$ cat config.mk
export PLATFORM = sky130hd
export DESIGN_NAME = vdrt_ctrl
export DESIGN_NICKNAME = d
export VERILOG_FILES = /design/src/rtl/core/vdrt_pkg.sv /design/src/rtl/core/vdrt_ctrl.sv
export SDC_FILE = /design/constraint.sdc
export NUM_CORES = 1
export LEC_CHECK = 0
export BUFFER_PORTS_ARGS = -buffer_cell sky130_fd_sc_hd__buf_2
export CORE_ASPECT_RATIO = 1.2
export CORE_MARGIN = 3
export CORE_UTILIZATION = 35
export CTS_BUF_LIST = sky130_fd_sc_hd__clkbuf_8
export CTS_CLUSTER_SIZE = 10
export DETAILED_ROUTE_END_ITERATION = 10
export GPL_TIMING_DRIVEN = 0
export MAX_ROUTING_LAYER = met4
export PLACE_DENSITY = 0.65
export SYNTH_ARGS = -nofsm -noshare
export SYNTH_HDL_FRONTEND = slang
export SYNTH_SLANG_ARGS = --single-unit
$ cat constraint.sdc
create_clock -name clock -period 2.6 [get_ports clock]
set_input_delay 0.52 -clock clock [delete_from_list [all_inputs] [get_ports clock]]
set_output_delay 0.52 -clock clock [all_outputs]
set_load 0.02 [all_outputs]
$ cat src/rtl/core/vdrt_pkg.sv
`default_nettype none
// ----------------------------------------------------------------------------
// vdrt_pkg
// Shared constants and controller/datapath interface types for the VRAM
// dirty rectangle tracker.
// ----------------------------------------------------------------------------
package vdrt_pkg;

   localparam int ADDR_W  = 20;
   localparam int DATA_W  = 32;
   localparam int SIZE_W  = 3;
   localparam int SLOT_W  = 4;
   localparam int TOTAL_W = 5;
   localparam int COORD_W = 21;

   localparam logic [1:0] OP_READ  = 2'd0;
   localparam logic [1:0] OP_WRITE = 2'd1;
   localparam logic [1:0] OP_PEEK  = 2'd2;

   localparam logic [SIZE_W-1:0] MAX_SIZE = 3'd4;

   typedef struct packed {
      logic clear_step;
      logic load;
      logic rd_step;
      logic wr_step;
      logic div_start;
      logic div_load;
      logic piece_setup;
      logic walk_issue;
      logic walk_cmp;
      logic append;
      logic collapse;
      logic advance;
      logic peek_issue;
      logic peek_cap;
      logic out_load;
   } cmd_type;

   typedef struct packed {
      logic [1:0] op;
      logic       clear_done;
      logic       rd_busy;
      logic       wr_busy;
      logic       n_zero;
      logic       div_busy;
      logic       len_zero;
      logic       walk_end;
      logic       full;
      logic       hit;
   } status_type;

endpackage
`default_nettype wire

$ cat src/rtl/core/vdrt_ctrl.sv
`default_nettype none
// ----------------------------------------------------------------------------
// vdrt_ctrl
// Sequencer for the tracker: clearing pass, byte loops, divide, slot walk,
// slot peek and result handoff.
// ----------------------------------------------------------------------------
module vdrt_ctrl (
   input  wire logic                 clock,
   input  wire logic                 reset,
   input  wire logic                 req_valid,
   output logic                      req_ready,
   output logic                      rsp_valid,
   input  wire logic                 rsp_ready,
   input  wire vdrt_pkg::status_type st,
   output vdrt_pkg::cmd_type         cmd
);
   import vdrt_pkg::*;

   typedef enum logic [3:0] {
      S_CLEAR, S_IDLE, S_DISPATCH, S_READ, S_WRITE, S_DIV_GO, S_DIV_WAIT,
      S_PIECE, S_WALK_RD, S_WALK_CMP, S_PEEK_RD, S_PEEK_CAP, S_DONE
   } state_type;

   state_type state_ff, state_in;
   logic      rsp_valid_ff, rsp_valid_in;

   always_comb begin
      cmd       = '0;
      state_in  = state_ff;
      req_ready = 1'b0;
      case (state_ff)
         S_CLEAR: begin
            cmd.clear_step = 1'b1;
            if (st.clear_done) state_in = S_IDLE;
         end
         S_IDLE: begin
            req_ready = 1'b1;
            if (req_valid) begin
               cmd.load = 1'b1;
               state_in = S_DISPATCH;
            end
         end
         S_DISPATCH: begin
            case (st.op)
               OP_READ:  state_in = S_READ;
               OP_WRITE: state_in = S_WRITE;
               OP_PEEK:  state_in = S_PEEK_RD;
               default:  state_in = S_DONE;
            endcase
         end
         S_READ: begin
            cmd.rd_step = 1'b1;
            if (!st.rd_busy) state_in = S_DONE;
         end
         S_WRITE: begin
            cmd.wr_step = 1'b1;
            if (!st.wr_busy) state_in = st.n_zero ? S_DONE : S_DIV_GO;
         end
         S_DIV_GO: begin
            cmd.div_start = 1'b1;
            state_in      = S_DIV_WAIT;
         end
         S_DIV_WAIT: begin
            if (!st.div_busy) begin
               cmd.div_load = 1'b1;
               state_in     = S_PIECE;
            end
         end
         S_PIECE: begin
            if (st.len_zero) begin
               state_in = S_DONE;
            end else begin
               cmd.piece_setup = 1'b1;
               state_in        = S_WALK_RD;
            end
         end
         S_WALK_RD: begin
            if (st.walk_end) begin
               // no overlap found: append, or fold everything into slot 0
               cmd.append   = !st.full;
               cmd.collapse = st.full;
               cmd.advance  = 1'b1;
               state_in     = S_PIECE;
            end else begin
               cmd.walk_issue = 1'b1;
               state_in       = S_WALK_CMP;
            end
         end
         S_WALK_CMP: begin
            cmd.walk_cmp = 1'b1;
            if (st.hit) begin
               cmd.advance = 1'b1;
               state_in    = S_PIECE;
            end else begin
               state_in = S_WALK_RD;
            end
         end
         S_PEEK_RD: begin
            cmd.peek_issue = 1'b1;
            state_in       = S_PEEK_CAP;
         end
         S_PEEK_CAP: begin
            cmd.peek_cap = 1'b1;
            state_in     = S_DONE;
         end
         S_DONE: begin
            if (!rsp_valid_ff || rsp_ready) begin
               cmd.out_load = 1'b1;
               state_in     = S_IDLE;
            end
         end
         default: state_in = S_IDLE;
      endcase
   end

   always_comb begin
      rsp_valid_in = rsp_valid_ff;
      if (cmd.out_load) begin
         rsp_valid_in = 1'b1;
      end else if (rsp_ready) begin
         rsp_valid_in = 1'b0;
      end
   end

   always_ff @(posedge clock) begin
      if (reset) begin
         state_ff     <= S_CLEAR;
         rsp_valid_ff <= 1'b0;
      end else begin
         state_ff     <= state_in;
         rsp_valid_ff <= rsp_valid_in;
      end
   end

   assign rsp_valid = rsp_valid_ff;

   a_no_accept_while_busy: assert property (@(posedge clock) disable iff (reset)
      req_ready |-> state_ff == S_IDLE)
      else $error("request taken outside idle");

   a_load_sets_valid: assert property (@(posedge clock) disable iff (reset)
      cmd.out_load |=> rsp_valid_ff)
      else $error("result load lost");

   a_no_overwrite: assert property (@(posedge clock) disable iff (reset)
      cmd.out_load |-> (!rsp_valid_ff || rsp_ready))
      else $error("result register overwritten before taken");

endmodule
`default_nettype wire

==> results of run 1 <==
## placed cells by master (no fill, tap or decap), types with 2 or more instances in the layout
cell type	instances
buf_4	2
clkbuf_1	2
nor3_1	9
nand2_1	6
nor4_1	4
nand2b_1	5
inv_1	6
buf_2	33
a211oi_1	2
nor2_1	12
dfxtp_1	5
and2_1	3
a21oi_1	4
clkbuf_8	3
o21ai_0	3
## flip-flops by register name, indices dropped and copies added, names as in the netlist
signal	cells
rsp_valid	1
state_ff	4
## worst register-to-register path: stages (launching register included)
cell and delay (ps):
dfxtp_1 350, buf_6 150, nor2_2 60, o311ai_4 330, o211ai_4 150, or4_1 510
a21oi_1 130
## power groups by stage
stage / sequential, mW / clock, mW / combinational [mW]
floorplan: 0.109 / 0 / 0.391
global placement: 0.111 / 0 / 0.500
detailed placement: 0.112 / 0 / 0.499
finish: 0.110 / 0.137 / 0.502
global route: 0.114 / 0.146 / 0.551
CTS: 0.111 / 0.141 / 0.501
## layer usage
layer	up-vias	global-route usage	wire length, um
met5	-	-	0
li1	389	-	-
met1	369	0.205	726
met2	34	0.248	852
met4	0	0.0603	0
met3	0	0.0311	134
## logic make-up after synthesis
kind of cell / after synthesis / share of synthesized area
and+or+nand+nor: 48 / 0.415
AOI/OAI and AO/OA: 21 / 0.297
buffers and inverters: 13 / 0.108
DFF: 5 / 0.163
muxes: 1 / 0.0163
## area by class of cell
type	instances	area, um^2
Buffer	8	47.5
Sequential cell	5	100
Fill cell	174	703
Multi-Input combinational cell	70	448
Inverter	5	18.8
Tap cell	17	21.3
Timing Repair Buffer	31	155
Clock inverter	1	3.75
Clock buffer	3	41.3
## through the flow
step	instances	total power, mW	area, um^2	setup WS [ps]
finish	140	0.749	836	242
global route	140	0.810	836	8.86
CTS	140	0.753	836	231
detailed placement	136	0.611	791	480
global placement	136	0.611	791	478
floorplan	88	0.500	614	348
## path summary, 6_finish.rpt
check | cells after the start | startpoint | slack, ps | endpoint
max | 6 | state_ff[0]$_SDFFE_PP0P_ | 240 | cmd[13]
min | 2 | rsp_valid$_SDFFE_PP0P_ | 500 | rsp_valid$_SDFFE_PP0P_
max reg2reg | 6 | state_ff[2]$_SDFFE_PP0P_ | 860 | state_ff[1]$_SDFFE_PP0P_
min reg2reg | 2 | rsp_valid$_SDFFE_PP0P_ | 500 | rsp_valid$_SDFFE_PP0P_
==> impl_metrics.env, run 1 <==
export IMPL_timing_hold_ws_ps=503
export IMPL_max_cap_viol_count=0
export IMPL_slowest_delay_ps=370
export IMPL_areaGrowthSynthToFinish_pct=36.0
export IMPL_yosys_warnings=0
export IMPL_p_clk_frac=0.183
export IMPL_cts_setup_buffers=0
export IMPL_pwr_share_seq=0.147
export IMPL_n_antenna_cell=0
export IMPL_rsz0062_at_grt="false"
export IMPL_synth_cells=88
export IMPL_hold_buffers=0
export IMPL_grt_max_degree=11
export IMPL_worstPathMaxFanout=10
export IMPL_synthTopCellsByCount="nor2_1, nor3_1, nand2_1"
export IMPL_drive_above_1_share=0.366
export IMPL_final_nets=139
export IMPL_syn_avg_cell_area_um2=6.98
export IMPL_overflow=0
export IMPL_max_freq_mhz=424
export IMPL_hold_violations=0
export IMPL_synthDistinctLibCells=38
export IMPL_die_h_um=51.9
export IMPL_clk_path_buf_depth=2
export IMPL_place_congestion=0.863
export IMPL_p_comb_frac=0.670
export IMPL_synth_area_top_cells="dfxtp_1, nor3_1, nor2_1"
export IMPL_wl_per_cell_um=12.2
export IMPL_clk_latency_ps=220
export IMPL_fin_util=0.543
export IMPL_vias_per_cell=5.66
export IMPL_switching_share=0.462
export IMPL_p_sw_mw=0.346
export IMPL_clkSlewWorstSetupHoldPaths_ps=30
export IMPL_ant_nets=0
export IMPL_syn_num_nets=103
export IMPL_via_count=792
export IMPL_firstDrtPassIters=4
export IMPL_fin_skew_ps=1.94
export IMPL_grt_pass1_vias=614
export IMPL_ios=32
export IMPL_ys_seq_area_frac=0.163
export IMPL_grt_antenna_before_repair=0
export IMPL_timing_slew_headroom=0.709
export IMPL_core_rowCount=15
export IMPL_totalWireLength_mm=1.71
export IMPL_tritoncts="yes"
export IMPL_dp_hpwl_mm=1.34
export IMPL_synthArstFlopShare=0
export IMPL_ir_worst_vdd_uv=426
export IMPL_synth_flop_cell="dfxtp_1"
export IMPL_internal_power_mw=0.403
export IMPL_synth_seq_cells=5
export IMPL_post_route_period_util=0.907
export IMPL_initial_utilization=0.399
export IMPL_first_iter_violations=23
export IMPL_setup_viol=0
export IMPL_outcome="completed"
export IMPL_synth_most_common_cell="nor2_1"
export IMPL_hold_class="flip-flop to flip-flop"
export IMPL_critical_path_top_delay_family="buffers and inverters"
export IMPL_post_route_min_period_ps=2360
export IMPL_worstMarginPinSlew_ps=433
export IMPL_cts_resized=0
export IMPL_critPathLaunchType="flip-flop"
export IMPL_leakagePower_nw=0.396
export IMPL_core_um2=1540
export IMPL_critPathArrivalTime_ps=1840
export IMPL_portBuffers=31
export IMPL_htreeDepth=1
export IMPL_power_density_nw_per_um2=896
export IMPL_end_kind="primary output"
export IMPL_final_max_slew_viol_count=0
export IMPL_grt_total_usage=0.160
export IMPL_cts_buffers=3
export IMPL_tns_ps=0
export IMPL_cts_root_buf="clkbuf_8"
export IMPL_clock_sinks=5
export IMPL_path_common_cell="buf_2"
export IMPL_grt_pass1_wl_mm=2.67
export IMPL_syn_cell_area_um2=614
export IMPL_synth_edf_count=0
export IMPL_drc=0
export IMPL_synth_top_area_frac=0.163
export IMPL_synth_top_area_cell="dfxtp_1"
export IMPL_slowest_stage="buf_1"
export IMPL_worstSetupPathType="flip-flop to primary output"
export IMPL_crit_chain="buf_2 -> buf_1 -> nand2_1 -> nor3_1 -> and2_1 -> buf_2"
export IMPL_cp_required_ps=2080
export IMPL_dieArea_um2=2300
export IMPL_die_w_um=44.2
export IMPL_critical_path_buf_inv_count=3
No activity file was read; power rests on OpenSTA's default activity.
==> run 2: changes to the inputs <==
--- a/config.mk
+++ b/config.mk
@@ -14,7 +14,7 @@
 export DETAILED_ROUTE_END_ITERATION = 10
 export GPL_TIMING_DRIVEN = 0
 export MAX_ROUTING_LAYER = met4
-export PLACE_DENSITY = 0.65
+export PLACE_DENSITY_LB_ADDON = 0.12
 export SYNTH_ARGS = -nofsm -noshare
 export SYNTH_HDL_FRONTEND = slang
 export SYNTH_SLANG_ARGS = --single-unit
==> run 2 against run 1 <==
Compared with the run above:
- register-to-register slack is essentially flat
- largest cell class unchanged
- largest power group unchanged
- first-iteration DRC count increased by 22%
- global-route usage increased by 1.3 points
- highest routed layer is now met4
==> impl_metrics.env, run 2 (synthesis gave the netlist of run 1 again) <==
export IMPL_leakagePower_nw=0.396
export IMPL_post_route_min_period_ps=2410
export IMPL_setup_viol=0
export IMPL_grt_max_degree=11
export IMPL_regMostFlops="state_ff"
export IMPL_max_cap_viol_count=0
export IMPL_slowest_delay_ps=380
export IMPL_grt_antenna_before_repair=0
export IMPL_place_congestion=0.900
export IMPL_dieArea_um2=2300
export IMPL_hold_violations=0
export IMPL_tns_ps=0
export IMPL_n_antenna_cell=0
export IMPL_ir_worst_vdd_uv=336
export IMPL_die_h_um=51.9
export IMPL_worstSetupPathType="flip-flop to primary output"
export IMPL_timing_hold_ws_ps=507
export IMPL_slowest_stage="buf_1"
export IMPL_crit_chain="buf_2 -> buf_1 -> nand2_1 -> nor3_1 -> and2_1 -> buf_2"
export IMPL_hold_buffers=0
export IMPL_critPathLaunchType="flip-flop"
export IMPL_layout_commonest_cell="buf_2"
export IMPL_die_w_um=44.2
export IMPL_critPathArrivalTime_ps=1890
export IMPL_via_count=785
export IMPL_first_iter_violations=28
export IMPL_dp_hpwl_mm=1.36
export IMPL_areaGrowthSynthToFinish_pct=36.0
export IMPL_final_max_slew_viol_count=0
export IMPL_drive_above_1_share=0.366
export IMPL_timing_slew_headroom=0.714
export IMPL_hold_class="flip-flop to flip-flop"
export IMPL_cp_required_ps=2080
export IMPL_tritoncts="yes"
export IMPL_critical_path_top_delay_family="buffers and inverters"
export IMPL_end_kind="primary output"
export IMPL_core_rowCount=15
export IMPL_clkSlewWorstSetupHoldPaths_ps=40
export IMPL_overflow=0
export IMPL_fin_skew_ps=1.09
export IMPL_drc=0
export IMPL_cts_buffers=3
export IMPL_totalWireLength_mm=1.77
export IMPL_path_common_cell="buf_2"
export IMPL_firstDrtPassIters=4
export IMPL_ant_nets=0
export IMPL_worstPathMaxFanout=10
export IMPL_grt_pass1_wl_mm=2.94
export IMPL_portBuffers=31
export IMPL_post_route_period_util=0.927
export IMPL_cts_setup_buffers=0
export IMPL_clk_path_buf_depth=2
export IMPL_worstMarginPinSlew_ps=429
export IMPL_clock_sinks=5
export IMPL_vias_per_cell=5.61
export IMPL_rsz0062_at_grt="false"
export IMPL_wl_per_cell_um=12.7
export IMPL_htreeDepth=1
export IMPL_cts_resized=0
export IMPL_power_density_nw_per_um2=909
export IMPL_initial_utilization=0.399
export IMPL_cts_root_buf="clkbuf_8"
export IMPL_grt_pass1_vias=720
export IMPL_ios=32
export IMPL_clk_latency_ps=220
export IMPL_grt_total_usage=0.173
export IMPL_largest_reg_flops=4
export IMPL_critical_path_buf_inv_count=3
export IMPL_core_um2=1540
export IMPL_max_freq_mhz=415
export IMPL_outcome="completed"
export IMPL_layout_common_cells="buf_2, nor2_1, nor3_1"
export IMPL_final_nets=139
-- run 2: final timing paths --
check / to / cells after the start / from / slack [ps]
hold / removal: rsp_valid$_SDFFE_PP0P_ / 2 / rsp_valid$_SDFFE_PP0P_ / 510
hold reg to reg: rsp_valid$_SDFFE_PP0P_ / 2 / rsp_valid$_SDFFE_PP0P_ / 510
setup reg to reg: state_ff[1]$_SDFFE_PP0P_ / 6 / state_ff[2]$_SDFFE_PP0P_ / 850
setup / recovery: cmd[13] / 6 / state_ff[0]$_SDFFE_PP0P_ / 190
-- run 2: cell type report --
class                   count  area, um^2
clock buffers               3        41.3
flip-flops and latches      5         100
plain buffers               8        47.5
clock inverters             1        3.75
repair buffers             31         155
well taps                  17        21.3
multi-input cells          70         448
fillers                   172         703
inverters                   5        18.8
-- run 2: metrics by stage --
stage / util / setup WS, ps / instance area [um^2] / power (mW) / instances
2_1_floorplan: - / 348 / 614 / 0.500 / 88
3_3_place_gp: 0.514 / 485 / 791 / 0.614 / 136
3_5_place_dp: 0.514 / 461 / 791 / 0.614 / 136
4_1_cts: 0.543 / 211 / 836 / 0.762 / 140
5_1_grt: 0.543 / 6.71 / 836 / 0.822 / 140
6_report: 0.543 / 189 / 836 / 0.760 / 140
-- run 2: per-layer routing --
layer,GRT usage,wire length (um),up-vias
li1,-,-,388
met1,0.194,757,359
met2,0.286,868,35
met3,0.0208,119,3
met4,0.111,27,0
met5,-,0,-
-- run 2: tightest hold or removal path, cell delays in order, from the launching register on --
cell and delay (ps):
dfxtp_1 290, nand2b_1 100, a21oi_1 70
-- run 2: power breakdown --
group / leakage (nW) / total (mW) / internal, mW / switching [mW]
Combinational: 0.328 / 0.507 / 0.206 / 0.301
Clock: 0.0269 / 0.142 / 0.101 / 0.0403
Sequential: 0.0409 / 0.111 / 0.0966 / 0.0145
